[config.mk]
export PLATFORM = sky130hd
export DESIGN_NAME = http_request_stream_parser_top
export DESIGN_NICKNAME = d
export VERILOG_FILES = /design/src/rtl/hrsp_pkg.sv /design/src/rtl/http_request_stream_parser_top.sv
export SDC_FILE = /design/constraint.sdc
export NUM_CORES = 1
export LEC_CHECK = 0
export ABC_AREA = 1
export BUFFER_PORTS_ARGS = -buffer_cell sky130_fd_sc_hd__buf_2
export CAP_MARGIN = 20
export CORE_MARGIN = 2
export CORE_UTILIZATION = 55
export DETAILED_ROUTE_END_ITERATION = 16
export PLACE_DENSITY = 0.72
export SLEW_MARGIN = 0
export SYNTH_ARGS = -nofsm -noshare
export SYNTH_HDL_FRONTEND = slang
export SYNTH_SLANG_ARGS = --single-unit
[constraint.sdc]
create_clock -name clk -period 8.55 [get_ports clk]
set_input_delay 1.2825 -clock clk [delete_from_list [all_inputs] [get_ports clk]]
set_output_delay 1.2825 -clock clk [all_outputs]
set_load 0.01 [all_outputs]
[src/rtl/hrsp_pkg.sv]
// Shared types, character constants and matcher functions of the HTTP request parser.
package hrsp_pkg;

	// Phase codes
	localparam logic [1:0] PH_HEAD = 2'd0;
	localparam logic [1:0] PH_BODY = 2'd1;
	localparam logic [1:0] PH_BAD  = 2'd2;

	// Status codes
	localparam logic [1:0] ST_INCOMPLETE = 2'd0;
	localparam logic [1:0] ST_COMPLETE   = 2'd1;
	localparam logic [1:0] ST_MALFORMED  = 2'd2;

	// Register indexes
	localparam logic CFG_MAX_HEADER = 1'b0;
	localparam logic CFG_MAX_BODY   = 1'b1;

	// Line position codes
	localparam logic [3:0] LP_METHOD      = 4'd0;
	localparam logic [3:0] LP_TARGET      = 4'd1;
	localparam logic [3:0] LP_VERSION     = 4'd2;
	localparam logic [3:0] LP_NAME_LEAD   = 4'd3;
	localparam logic [3:0] LP_NAME        = 4'd4;
	localparam logic [3:0] LP_NAME_TRAIL  = 4'd5;
	localparam logic [3:0] LP_VALUE_LEAD  = 4'd6;
	localparam logic [3:0] LP_VALUE       = 4'd7;
	localparam logic [3:0] LP_VALUE_TRAIL = 4'd8;

	localparam logic [4:0]  MATCH_FAIL        = 5'd31;
	localparam logic [3:0]  MAX_LENGTH_DIGITS = 4'd10;
	localparam logic [34:0] LEN_LIMIT         = 35'h07FFFFFFF;
	localparam logic [15:0] CNT_MAX           = 16'hFFFF;
	localparam logic [16:0] HBC_MAX           = 17'h1FFFF;

	localparam logic [15:0] MAX_HEADER_RESET = 16'd8192;
	localparam logic [30:0] MAX_BODY_RESET   = 31'd1048576;

	localparam logic [7:0] CH_CR    = 8'h0D;
	localparam logic [7:0] CH_LF    = 8'h0A;
	localparam logic [7:0] CH_SP    = 8'h20;
	localparam logic [7:0] CH_TAB   = 8'h09;
	localparam logic [7:0] CH_COLON = 8'h3A;

	// Header names left aligned in 17 bytes, values in 8 bytes, version prefix in 5 bytes
	localparam logic [8*17-1:0] NAME_CL = {"content-length", 24'h0};
	localparam logic [8*17-1:0] NAME_TE = "transfer-encoding";
	localparam logic [8*17-1:0] NAME_CN = {"connection", 56'h0};
	localparam logic [8*8-1:0]  VAL_TE  = "identity";
	localparam logic [8*8-1:0]  VAL_CN  = {"close", 24'h0};
	localparam logic [8*5-1:0]  VER_TXT = "HTTP/";

	// Per-request line parsing state
	typedef struct packed {
		logic [3:0]      lp;
		logic [15:0]     mcnt;
		logic [15:0]     tcnt;
		logic [2:0]      ver;
		logic [2:0][4:0] nm;
		logic [2:0][4:0] vm;
		logic [2:0]      seen;
		logic [30:0]     acc;
		logic [3:0]      digits;
		logic [1:0]      err;
	} line_t;

	function automatic logic [7:0] to_lower(input logic [7:0] c);
		return (c >= "A" && c <= "Z") ? c + 8'd32 : c;
	endfunction

	function automatic logic is_blank(input logic [7:0] c);
		return c == CH_SP || c == CH_TAB;
	endfunction

	function automatic logic [4:0] hdr_len(input logic [1:0] i);
		case (i)
			2'd0: return 5'd14;
			2'd1: return 5'd17;
			2'd2: return 5'd10;
			default: return 5'd0;
		endcase
	endfunction

	function automatic logic [4:0] val_len(input logic [1:0] i);
		case (i)
			2'd1: return 5'd8;
			2'd2: return 5'd5;
			default: return 5'd0;
		endcase
	endfunction

	function automatic logic [7:0] name_char(input logic [1:0] i, input logic [4:0] k);
		logic [4:0] idx;
		idx = 5'd16 - k;
		case (i)
			2'd0: return NAME_CL[{idx, 3'b000} +: 8];
			2'd1: return NAME_TE[{idx, 3'b000} +: 8];
			2'd2: return NAME_CN[{idx, 3'b000} +: 8];
			default: return 8'd0;
		endcase
	endfunction

	function automatic logic [7:0] val_char(input logic [1:0] i, input logic [4:0] k);
		logic [2:0] idx;
		idx = 3'd7 - k[2:0];
		case (i)
			2'd1: return VAL_TE[{idx, 3'b000} +: 8];
			2'd2: return VAL_CN[{idx, 3'b000} +: 8];
			default: return 8'd0;
		endcase
	endfunction

	// First fully matched name not yet seen: {hit, slot}
	function automatic logic [2:0] active_slot(input line_t s);
		logic [2:0] r;
		r = 3'b000;
		for (int i = 2; i >= 0; i--) begin
			if (s.nm[i] == hdr_len(2'(i)) && !s.seen[i])
				r = {1'b1, 2'(i)};
		end
		return r;
	endfunction

	function automatic line_t name_feed(input line_t s, input logic [7:0] c);
		line_t r;
		r = s;
		for (int i = 0; i < 3; i++) begin
			if (s.nm[i] != MATCH_FAIL) begin
				if (s.nm[i] < hdr_len(2'(i)) && to_lower(c) == name_char(2'(i), s.nm[i]))
					r.nm[i] = s.nm[i] + 5'd1;
				else
					r.nm[i] = MATCH_FAIL;
			end
		end
		return r;
	endfunction

	function automatic line_t value_feed(input line_t s, input logic [7:0] c);
		line_t      r;
		logic [2:0] as;
		logic [1:0] sl;
		logic [34:0] v;
		logic [4:0] k;
		r  = s;
		as = active_slot(s);
		sl = as[1:0];
		if (!as[2] || s.vm[sl] == MATCH_FAIL)
			return r;
		if (sl == 2'd0) begin
			// acc * 10 + digit
			v = ({4'b0, s.acc} << 3) + ({4'b0, s.acc} << 1) + {31'b0, c[3:0]};
			if (c < "0" || c > "9" || s.digits >= MAX_LENGTH_DIGITS || v > LEN_LIMIT) begin
				r.vm[0] = MATCH_FAIL;
			end else begin
				r.acc    = v[30:0];
				r.digits = s.digits + 4'd1;
				r.vm[0]  = 5'd1;
			end
		end else begin
			k = s.vm[sl];
			if (k < val_len(sl) && to_lower(c) == val_char(sl, k))
				r.vm[sl] = k + 5'd1;
			else
				r.vm[sl] = MATCH_FAIL;
		end
		return r;
	endfunction

	// One ordinary line character
	function automatic line_t line_char(input line_t s, input logic [7:0] c);
		line_t      r;
		logic [2:0] as;
		r = s;
		case (s.lp)
			LP_METHOD: begin
				if (c == CH_SP) r.lp = LP_TARGET;
				else if (s.mcnt < CNT_MAX) r.mcnt = s.mcnt + 16'd1;
			end
			LP_TARGET: begin
				if (c == CH_SP) r.lp = LP_VERSION;
				else if (s.tcnt < CNT_MAX) r.tcnt = s.tcnt + 16'd1;
			end
			LP_VERSION: begin
				if (s.ver < 3'd5)
					r.ver = (c == VER_TXT[{3'd4 - s.ver, 3'b000} +: 8]) ? s.ver + 3'd1 : 3'd7;
			end
			LP_NAME_LEAD: begin
				if (is_blank(c)) begin
				end else if (c == CH_COLON) begin
					r.err = s.err | 2'b10;
					r.lp  = LP_VALUE_LEAD;
				end else begin
					r    = name_feed(s, c);
					r.lp = LP_NAME;
				end
			end
			LP_NAME: begin
				if (is_blank(c)) r.lp = LP_NAME_TRAIL;
				else if (c == CH_COLON) r.lp = LP_VALUE_LEAD;
				else r = name_feed(s, c);
			end
			LP_NAME_TRAIL: begin
				if (is_blank(c)) begin
				end else if (c == CH_COLON) begin
					r.lp = LP_VALUE_LEAD;
				end else begin
					r.nm = {3{MATCH_FAIL}};
					r.lp = LP_NAME;
				end
			end
			LP_VALUE_LEAD: begin
				if (!is_blank(c)) begin
					r    = value_feed(s, c);
					r.lp = LP_VALUE;
				end
			end
			LP_VALUE: begin
				if (is_blank(c)) r.lp = LP_VALUE_TRAIL;
				else r = value_feed(s, c);
			end
			LP_VALUE_TRAIL: begin
				if (!is_blank(c)) begin
					as = active_slot(s);
					if (as[2]) r.vm[as[1:0]] = MATCH_FAIL;
					r.lp = LP_VALUE;
				end
			end
			default: begin
			end
		endcase
		return r;
	endfunction

	// CR LF seen on a line
	function automatic line_t line_end(input line_t s);
		line_t      r;
		logic [2:0] as;
		r  = s;
		as = active_slot(s);
		if (s.lp <= LP_VERSION) begin
			if (!(s.lp == LP_VERSION && s.ver == 3'd5 && s.mcnt != 16'd0 && s.tcnt != 16'd0))
				r.err = s.err | 2'b01;
		end else if (s.lp <= LP_NAME_TRAIL) begin
			r.err = s.err | 2'b10;
		end else if (as[2]) begin
			r.seen[as[1:0]] = 1'b1;
		end
		r.nm = '0;
		r.lp = LP_NAME_LEAD;
		return r;
	endfunction

	function automatic logic [30:0] declared_length(input line_t s);
		return (s.seen[0] && s.vm[0] == 5'd1) ? s.acc : 31'd0;
	endfunction

	function automatic logic [16:0] header_end(input logic [16:0] hbc);
		return (hbc >= 17'd4) ? hbc - 17'd4 : 17'd0;
	endfunction

	function automatic logic limits_bad(input logic [16:0] hbc, input line_t s,
			input logic [15:0] max_h, input logic [30:0] max_b);
		return header_end(hbc) > {1'b0, max_h} || declared_length(s) > max_b;
	endfunction

	function automatic logic head_bad(input logic [16:0] hbc, input line_t s,
			input logic [15:0] max_h, input logic [30:0] max_b);
		if (s.err != 2'b00) return 1'b1;
		if (s.seen[0] && s.vm[0] == MATCH_FAIL) return 1'b1;
		if (s.seen[1] && s.vm[1] != 5'd0 && s.vm[1] != 5'd8) return 1'b1;
		return limits_bad(hbc, s, max_h, max_b);
	endfunction

endpackage

[src/rtl/http_request_stream_parser_top.sv]
// Top level of the streaming HTTP request head parser.
//
// Channel  Handshake              Payload
// in       in_valid / in_ready    byte_in
// out      out_valid / out_ready  status, byte_out, body_valid, content_length,
//                                 header_length, method_length, target_length, keep_alive
// cfg      cfg_valid / cfg_ready  cfg_index, cfg_data
//
// One byte per cycle while the output is not stalled; each result appears in the cycle after its item is accepted.
// The parse state is updated at acceptance; the result sits in an output register.
// An item is taken while a result waits, as long as that result leaves the same cycle.
// Reset sets both limit registers to their defaults and starts a fresh request.
// cfg_ready is always high.
module http_request_stream_parser_top (
	input  logic        clk,
	input  logic        arst_n,
	input  logic        in_valid,
	output logic        in_ready,
	input  logic [7:0]  byte_in,
	output logic        out_valid,
	input  logic        out_ready,
	output logic [1:0]  status,
	output logic [7:0]  byte_out,
	output logic        body_valid,
	output logic [30:0] content_length,
	output logic [15:0] header_length,
	output logic [15:0] method_length,
	output logic [15:0] target_length,
	output logic        keep_alive,
	input  logic        cfg_valid,
	output logic        cfg_ready,
	input  logic        cfg_index,
	input  logic [30:0] cfg_data
);
	import hrsp_pkg::*;

	logic [15:0] max_hdr_q;
	logic [30:0] max_body_q;
	logic [1:0]  phase_q, phase_d;
	logic [1:0]  term_q, term_d;
	logic        pend_q, pend_d;
	logic [16:0] hbc_q, hbc_d;
	line_t       ln_q, ln_d;
	logic [30:0] rem_q, rem_d;

	logic        out_valid_q;
	logic [1:0]  r_status;
	logic        r_body;
	logic [30:0] r_cl;
	logic [15:0] r_hl, r_ml, r_tl;
	logic        r_ka;
	logic        found;
	logic        emit;
	logic        in_acc;
	logic [16:0] hdr_end;

	assign in_ready  = !out_valid_q || out_ready;
	assign in_acc    = in_valid && in_ready;
	assign cfg_ready = 1'b1;
	assign out_valid = out_valid_q;

	// Next state and result for one item
	always_comb begin
		phase_d  = phase_q;
		term_d   = term_q;
		pend_d   = pend_q;
		hbc_d    = hbc_q;
		ln_d     = ln_q;
		rem_d    = rem_q;
		r_status = ST_INCOMPLETE;
		r_body   = 1'b0;
		emit     = 1'b0;
		found    = 1'b0;
		if (phase_q == PH_BAD) begin
			r_status = ST_MALFORMED;
		end else if (phase_q == PH_BODY) begin
			if (limits_bad(hbc_q, ln_q, max_hdr_q, max_body_q)) begin
				phase_d  = PH_BAD;
				r_status = ST_MALFORMED;
			end else begin
				r_body = 1'b1;
				if (rem_q != 31'd0) rem_d = rem_q - 31'd1;
				if (rem_d == 31'd0) emit = 1'b1;
			end
		end else begin
			if (hbc_q < HBC_MAX) hbc_d = hbc_q + 17'd1;
			found = (term_q == 2'd3 && byte_in == CH_LF);
			if (byte_in == CH_CR) term_d = (term_q == 2'd2) ? 2'd3 : 2'd1;
			else if (byte_in == CH_LF && term_q == 2'd1) term_d = 2'd2;
			else term_d = 2'd0;
			if (found) begin
				pend_d = 1'b0;
				if (head_bad(hbc_d, ln_q, max_hdr_q, max_body_q)) begin
					phase_d  = PH_BAD;
					r_status = ST_MALFORMED;
				end else if (declared_length(ln_q) == 31'd0) begin
					emit = 1'b1;
				end else begin
					rem_d   = declared_length(ln_q);
					phase_d = PH_BODY;
				end
			end else begin
				// Held CR resolves against this byte
				if (pend_q) begin
					if (byte_in == CH_LF) begin
						pend_d = 1'b0;
						ln_d   = line_end(ln_q);
					end else begin
						ln_d = line_char(ln_q, CH_CR);
						if (byte_in != CH_CR) begin
							pend_d = 1'b0;
							ln_d   = line_char(ln_d, byte_in);
						end
					end
				end else if (byte_in == CH_CR) begin
					pend_d = 1'b1;
				end else begin
					ln_d = line_char(ln_q, byte_in);
				end
				if (hbc_d > {1'b0, max_hdr_q}) begin
					phase_d  = PH_BAD;
					r_status = ST_MALFORMED;
				end
			end
		end
		// Completion report, then fresh request
		hdr_end = header_end(hbc_d);
		r_cl = '0;
		r_hl = '0;
		r_ml = '0;
		r_tl = '0;
		r_ka = 1'b0;
		if (emit) begin
			r_status = ST_COMPLETE;
			r_cl     = declared_length(ln_q);
			r_hl     = hdr_end[15:0];
			r_ml     = ln_q.mcnt;
			r_tl     = ln_q.tcnt;
			r_ka     = !(ln_q.seen[2] && ln_q.vm[2] == 5'd5);
			phase_d  = PH_HEAD;
			term_d   = 2'd0;
			pend_d   = 1'b0;
			hbc_d    = '0;
			ln_d     = '0;
			rem_d    = '0;
		end
	end

	// Limit registers
	always_ff @(posedge clk or negedge arst_n) begin
		if (!arst_n) begin
			max_hdr_q  <= MAX_HEADER_RESET;
			max_body_q <= MAX_BODY_RESET;
		end else if (cfg_valid) begin
			case (cfg_index)
				CFG_MAX_HEADER: max_hdr_q <= cfg_data[15:0];
				CFG_MAX_BODY:   max_body_q <= cfg_data;
				default: begin
				end
			endcase
		end
	end

	// Parse state
	always_ff @(posedge clk or negedge arst_n) begin
		if (!arst_n) begin
			phase_q <= PH_HEAD;
			term_q  <= 2'd0;
			pend_q  <= 1'b0;
			hbc_q   <= '0;
			ln_q    <= '0;
			rem_q   <= '0;
		end else if (in_acc) begin
			phase_q <= phase_d;
			term_q  <= term_d;
			pend_q  <= pend_d;
			hbc_q   <= hbc_d;
			ln_q    <= ln_d;
			rem_q   <= rem_d;
		end
	end

	// Output register valid
	always_ff @(posedge clk or negedge arst_n) begin
		if (!arst_n) begin
			out_valid_q <= 1'b0;
		end else if (in_acc) begin
			out_valid_q <= 1'b1;
		end else if (out_ready) begin
			out_valid_q <= 1'b0;
		end
	end

	// Output payload
	always_ff @(posedge clk) begin
		if (in_acc) begin
			status         <= r_status;
			byte_out       <= byte_in;
			body_valid     <= r_body;
			content_length <= r_cl;
			header_length  <= r_hl;
			method_length  <= r_ml;
			target_length  <= r_tl;
			keep_alive     <= r_ka;
		end
	end

endmodule

==> out/metrics.yaml, run 1 <==
power_and_ir_drop:
  swShare_pct: 51.1
  p_comb_share_pct: 59.2
  powerDensity_mw_per_mm2: 315
  leakagePower_nw: 15.1
  intPower_w: 0.00488
  p_seq_share_pct: 22.5
  p_switching_w: 0.00511
  ir_drop_mv: 0.188
  pwr-share-clk_pct: 18.3
timing:
  setup_tns_ns: 0
  setup_viol_count_final: 0
  hold_viol: 0
  fin_crit_sh_pct: 84.2
  holdWs_ns: 0.484
  clock-skew-final_ns: 0.0260
  relSlewSlack_pct: 32.9
  min_period_ns: 7.20
  timing.fmax_mhz: 139
  rsz0062_at_grt: "no"
  worstMarginPinSlew_ns: 0.998
  slew_viol_final: 0
clock_tree:
  cts_setup_buffers: 0
  clk_pin_slew_ns: 0.06
  clk_latency_ns: 0.58
  numCtsBuffers: 38
  htreeDepth: 2
  cts_hold_buf: 0
  cts_tree: "built"
  cts_resized: 0
  clkSinkCount: 301
  cts_buffer_depth: 3
  cts_root_buffer: "clkbuf_16"
grt:
  grt_max_degree: 94
  grt_pass1_vias: 27310
  grt-ovfl-total: 0
  grt_pass1_wl_um: 143000
  gr-usage-all-layers_pct: 32.3
  antenna_found_initial: 0
synth:
  synth_flop_cell: "dfrtp_1"
  synth_area_mm2: 0.0290
  ys_types: 72
  syn-num-nets: 4662
  synth_cells: 4388
  synth_area_leaders: "dfrtp_1 18%, nand2_1 12%, ha_1 9.8%, edfxtp_1 9.4%, inv_1 7.7%"
  ys_ff_latch: 301
  synth_most_common_cell: "nand2_1"
  ys_warn_count: 0
  yosysTopAreaCell: "dfrtp_1"
  synthArstFlopShare_pct: 69.8
  synth.avg_cell_area_um2: 6.62
  synth_commonest_cells: "953 x nand2_1, 598 x inv_1, 545 x nor2_1, 406 x o21ai_0, 239 x a21oi_1"
  synth_edf_count: 91
  yosysSeqAreaShare_pct: 27.5
  synth.top_cell.area_share_pct: 17.9
setup_path:
  rr_worst_depth: 38
  crit_required_ns: 8.99
  ff2ff_setup_slack_ns: 1.35
  slowest_stage: "clkinv_1"
  r2r_start: "hbc_q[2]"
  worstSetupEndpointType: "flop"
  path_common_cell: "nand2_1"
  worstPathMaxFanout: 36
  slowest_delay_ns: 0.93
  timing.rr.end: "rem_q[3]"
  cp.arrival_ns: 7.64
  worstSetupPathType: "flop to flop"
  critPathLaunchType: "flop"
floorplan:
  rows: 84
  die_w_um: 234
  die_area_mm2: 0.0546
  start_util_pct: 55.5
  core-area_mm2: 0.0523
  ios: 139
  die_y_um: 234
min_path:
  worstHoldPathCells: 2
  hp-class: "flop to flop"
  min_from: "max_hdr_q[3]"
  min_to: "max_hdr_q[3]"
cells_and_area:
  nets: 4737
  layout-drive-gt1-share_pct: 7.59
  area_growth_pct: 9.09
  nFillCells: 5128
  antennaDiodeCount: 0
placement:
  dp_hpwl_um: 66600
  place.gp.congestion: 1.00
  io_buffer_count: 137
run:
  maxCapViolCount: 0
detailed_routing:
  remaining_drc_errors: 0
  drt_iter0_markers: 3087
  vias_per_cell: 5.76
  ant_nets: 0
  dr.pass1.iters: 6
  vias: 29833
  wl_per_cell_um: 17.1
  routed_wl_um: 88500
run_status:
  status: "completed"
-- how the worst max path moves through the flow --
| stage | cells after the start | to | slack [ns] | from |
|---|---|---|---|---|
| global placement | 38 | ln_q[26] | 1.61 | hbc_q[2] |
| finish | 38 | rem_q[3] | 1.35 | hbc_q[2] |
| detailed placement | 38 | ln_q[13] | 1.44 | hbc_q[3] |
| global route | 38 | rem_q[3] | 0.39 | hbc_q[2] |
| floorplan | 42 | ln_q[98] | 3.19 | hbc_q[3] |
| CTS | 38 | ln_q[26] | 1.38 | hbc_q[2] |
-- cells in the final DEF, fill, tap and decap left out, drive strengths merged, types with 5 or more instances in the layout --
cell type | Yosys | layout
clkbuf | 101 | 45
bufinv | 0 | 9
nand2 | 967 | 967
o21ai | 450 | 450
buf | 35 | 171
edfxtp | 91 | 91
nand4 | 101 | 101
a22oi | 11 | 11
nand3 | 222 | 222
clkinvlp | 0 | 5
dfrtp | 208 | 208
a211oi | 10 | 10
nor4 | 37 | 37
o21a | 22 | 22
clkinv | 12 | 22
o211ai | 32 | 32
a21oi | 240 | 240
nor3 | 114 | 114
o31ai | 29 | 29
a31oi | 18 | 18
xor2 | 133 | 133
xnor2 | 39 | 39
a21boi | 6 | 6
nor2 | 562 | 562
o22ai | 24 | 24
o221ai | 8 | 8
ha | 227 | 227
a221oi | 5 | 5
or2 | 23 | 23
inv | 611 | 612
and2 | 5 | 5
-- layer usage --
| metal | global-route usage (%) | vias up | routed length, um |
|---|---|---|---|
| met5 | 0 | - | 0 |
| met4 | 9.04 | 0 | 2230 |
| met3 | 4.27 | 170 | 6980 |
| met2 | 51.1 | 1256 | 39100 |
| met1 | 46.3 | 13735 | 40200 |
| li1 | - | 14672 | - |
-- worst max-delay path, delay by kind of cell, from the launching register on --
family | cells | cell delay (ns)
xor+xnor | 1 | 0.42
flops | 1 | 0.47
buf+inv | 4 | 1.16
simple gates | 25 | 3.61
compound gates | 6 | 1.02
fa+ha+maj | 2 | 0.37
-- state kept, by name (all words and copies together) (netlist names), 2 cells and up --
name / cells
header_length: 16
method_length: 16
max_hdr_q: 16
term_q: 2
content_length: 31
target_length: 16
rem_q: 31
status: 2
byte_out: 8
ln_q: 109
phase_q: 2
hbc_q: 17
max_body_q: 31
-- power groups by stage --
stage | Sequential, W | Combinational, W | Clock, W
final | 0.00224 | 0.00592 | 0.00183
after global routing | 0.00229 | 0.00673 | 0.00190
after CTS | 0.00223 | 0.00581 | 0.00185
after detailed placement | 0.00225 | 0.00577 | 0
after global placement | 0.00225 | 0.00573 | 0
after floorplan | 0.00209 | 0.00454 | 0
-- cell families after synthesis --
| kind of cell | Yosys count | share of synthesized area, % |
|---|---|---|
| flip-flops | 301 | 27.5 |
| adder cells (fa/ha/maj) | 229 | 9.92 |
| AND/OR/NAND/NOR | 2043 | 30.1 |
| XOR/XNOR | 172 | 5.22 |
| buffers and inverters | 759 | 10.1 |
| multiplexers | 3 | 0.103 |
| other | 1 | 0.0129 |
| AO/OA/AOI/OAI | 880 | 17.0 |
-- through the flow --
step	cell area (um^2)	power [W]	util, %	worst slack (ns)	instances
finish	31700	0.00999	60.5	1.35	5181
global placement	30300	0.00798	57.8	1.61	5111
global route	31700	0.0109	60.5	0.395	5181
floorplan	29000	0.00663	-	3.19	4388
CTS	31700	0.00988	60.5	1.38	5181
detailed placement	30300	0.00801	57.8	1.44	5111
-- final cells by class --
type / instances / area, um^2 / area share [%]
multi-input cells: 3328 / 18100 / 57.2
well taps: 688 / 861 / 2.72
repair buffers: 171 / 951 / 3.00
clock inverters: 25 / 403 / 1.27
flip-flops and latches: 301 / 7990 / 25.2
inverters: 623 / 2340 / 7.40
clock buffers: 45 / 998 / 3.15
Note: power is estimated with default switching activity, not from simulation.
==> run 2, diff against run 1 <==
- clock period: 8.55 -> 7.1 ns (I/O delays scaled with it)
==> run 2 against run 1 <==
First-iteration DRC count shrank 6.6%. Total power grew 18%. Wire length grew 0.67%. Critical path depth grew 2. Critical path type unchanged. Highest routed layer unchanged. Clock-buffer cell count grew 5. Sequential power grew 21%. Largest power group unchanged. Final cell count grew 0.33%. Via count is essentially flat. Critical endpoint is now ln_q[72]. Maximum frequency grew 11%.
==> out/metrics.yaml, run 2 (synthesized netlist as in run 1, its figures left out) <==
detailed_routing:
  vias_per_cell: 5.74  # -0.34%
  drt_iter0_markers: 2884  # -6.6%
  remaining_drc_errors: 0  # unchanged
  wl_per_cell_um: 17.1  # +0.34%
  routed_wl_um: 89100  # +0.67%
  vias: 29829  # -0.013%
  ant_nets: 0  # unchanged
  dr.pass1.iters: 6  # unchanged
min_path:
  hp-class: "flop to flop"
  min_from: "max_hdr_q[3]"
cells_and_area:
  area_growth_pct: 9.29
  nets: 4756  # +0.40%
  final_common_cell: "nand2_1"
  largest_register_ffs: 109  # unchanged
  seqCellArea_mm2: 0.00799  # about the same
  antennaDiodeCount: 0  # unchanged
  layout-drive-gt1-share_pct: 8.05  # +0.46 points
  final_cells: 5198  # +0.33%
  multi_input_area_mm2: 0.0182  # +0.17%
  design_area_mm2: 0.0317  # +0.19%
  largest-register: "ln_q"
  final_cell_mix: "951 x nand2_1, 597 x inv_1, 539 x nor2_1, 406 x o21ai_0, 238 x a21oi_1"
  nFillCells: 5045  # -1.6%
clock_tree:
  cts_tree: "built"
  numCtsBuffers: 38  # unchanged
  clkSinkCount: 301  # unchanged
  htreeDepth: 2  # unchanged
  cts_root_buffer: "clkbuf_16"
  clk_latency_ns: 0.56  # -0.02 ns
  cts_buffer_depth: 3  # unchanged
  clk_pin_slew_ns: 0.06  # about the same
  cts_hold_buf: 0  # unchanged
floorplan:
  rows: 84  # unchanged
  die_w_um: 234  # unchanged
  ios: 139  # unchanged
  die_area_mm2: 0.0546  # unchanged
  die_y_um: 234  # unchanged
  start_util_pct: 55.5  # unchanged
  core-area_mm2: 0.0523  # unchanged
setup_path:
  slowest_stage: "dfrtp_1"
  critPathLaunchType: "flop"
  slowest_delay_ns: 0.40  # -0.53 ns
  r2r_start: "hbc_q[3]"
  path_common_cell: "nand2_1"
  crit_required_ns: 7.57  # -1.42 ns
  worstSetupPathType: "flop to flop"
  cp-startpoint: "hbc_q[3]"
  cp.arrival_ns: 6.95  # -0.69 ns
  worstPathMaxFanout: 22  # -39%
  worstSetupEndpointType: "flop"
power_and_ir_drop:
  p_switching_w: 0.00611  # +20%
  p_total_w: 0.0118  # +18%
  swShare_pct: 51.7  # +0.59 points
  ir_drop_mv: 0.180  # -4.1%
  intPower_w: 0.00571  # +17%
  powerDensity_mw_per_mm2: 373  # +18%
  p_comb_share_pct: 60.4  # +1.2 points
  pwr-share-clk_pct: 16.7  # -1.6 points
  p_seq_share_pct: 22.8  # +0.3 points
  leakagePower_nw: 15.1  # +0.33%
placement:
  dp_hpwl_um: 67300  # +1.1%
  io_buffer_count: 137  # unchanged
  place.gp.congestion: 1.01  # +0.63%
  pre_cts_ws_ns: 0.483  # -0.959 ns
  post_dp_cell_area_mm2: 0.0304  # +0.32%
  place_inst: 5124  # +0.25%
timing:
  hold_viol: 0  # unchanged
  min_period_ns: 6.47  # -0.728 ns
  setup_ws_ns: 0.627  # -0.722 ns
  clock-skew-final_ns: 0.0233  # -0.00272 ns
  worstMarginPinSlew_ns: 1.06  # +0.0605 ns
  timing.fmax_mhz: 154  # +11%
  setup_tns_ns: 0  # unchanged
  rsz0062_at_grt: "no"
  fin_crit_sh_pct: 91.2  # +6.9 points
  setup_viol_count_final: 0  # unchanged
  slew_viol_final: 0  # unchanged
  relSlewSlack_pct: 29.3  # -3.7 points
run:
  maxCapViolCount: 0  # unchanged
run_status:
  status: "completed"
grt:
  grt_pass1_wl_um: 141000  # -1.3%
  grt-ovfl-total: 0  # unchanged
  antenna_found_initial: 0  # unchanged
  grt_pass1_vias: 27043  # -0.98%
  gr-usage-all-layers_pct: 32.1  # -0.22 points
  grt_max_degree: 114  # +21%
==> run 2: layer usage <==
layer | share of wire [%] | routed length (um) | global-route usage (%)
met5 | 0 | 0 | 0
met4 | 3.0 | 2680 | 10.4
met3 | 7.9 | 7060 | 5.53
met2 | 44 | 38800 | 49.9
met1 | 46 | 40600 | 45.3
==> run 2: final cells by class <==
cell class	instances	area share, %
multi-input cells	3328	57.2
clock buffers	50	3.30
clock inverters	18	0.611
repair buffers	190	3.55
inverters	623	7.42
flip-flops and latches	301	25.2
well taps	688	2.71
==> run 2: timing repair <==
| action | in CTS | in global routing |
|---|---|---|
| resized for setup | 0 | 15 |
| buffers inserted | 0 | 4 |
| setup endpoints to repair | 0 | 121 |
==> run 2: power by group through the flow <==
stage / logic (W) / clock network (W) / registers (W)
floorplan: 0.00547 / 0 / 0.00251
global placement: 0.00689 / 0 / 0.00270
CTS: 0.00700 / 0.00200 / 0.00268
global route: 0.00808 / 0.00207 / 0.00275
detailed placement: 0.00695 / 0 / 0.00270
finish: 0.00715 / 0.00198 / 0.00270
==> run 2: final timing paths <==
path | endpoint | slack [ns] | depth (start not counted)
hold / removal | max_hdr_q[3] | 0.48 | 2
setup / recovery | ln_q[72] | 0.63 | 40
max in group asynchronous | hbc_q[2] | 4.94 | 2
min in group asynchronous | ln_q[29] | 0.51 | 1
hold reg to reg | max_hdr_q[3] | 0.48 | 2
setup reg to reg | ln_q[72] | 0.63 | 40
==> run 2: worst max-delay path, delay by kind of cell, from the launching register on <==
kind,cells,cell delay [ns]
AND/OR/NAND/NOR,25,3.29
AO/OA/AOI/OAI,7,1.09
buffers and inverters,5,0.85
adder cells (fa/ha/maj),2,0.44
flip-flops,1,0.40
XOR/XNOR,1,0.32
==> run 2: per-stage QoR <==
stage / hold WS, ns / util (%)
after CTS: 0.489 / 60.4
after detailed placement: 0.473 / 58.0
final: 0.481 / 60.6
after global routing: 0.506 / 60.6
after floorplan: 0.453 / -
after global placement: 0.468 / 58.0
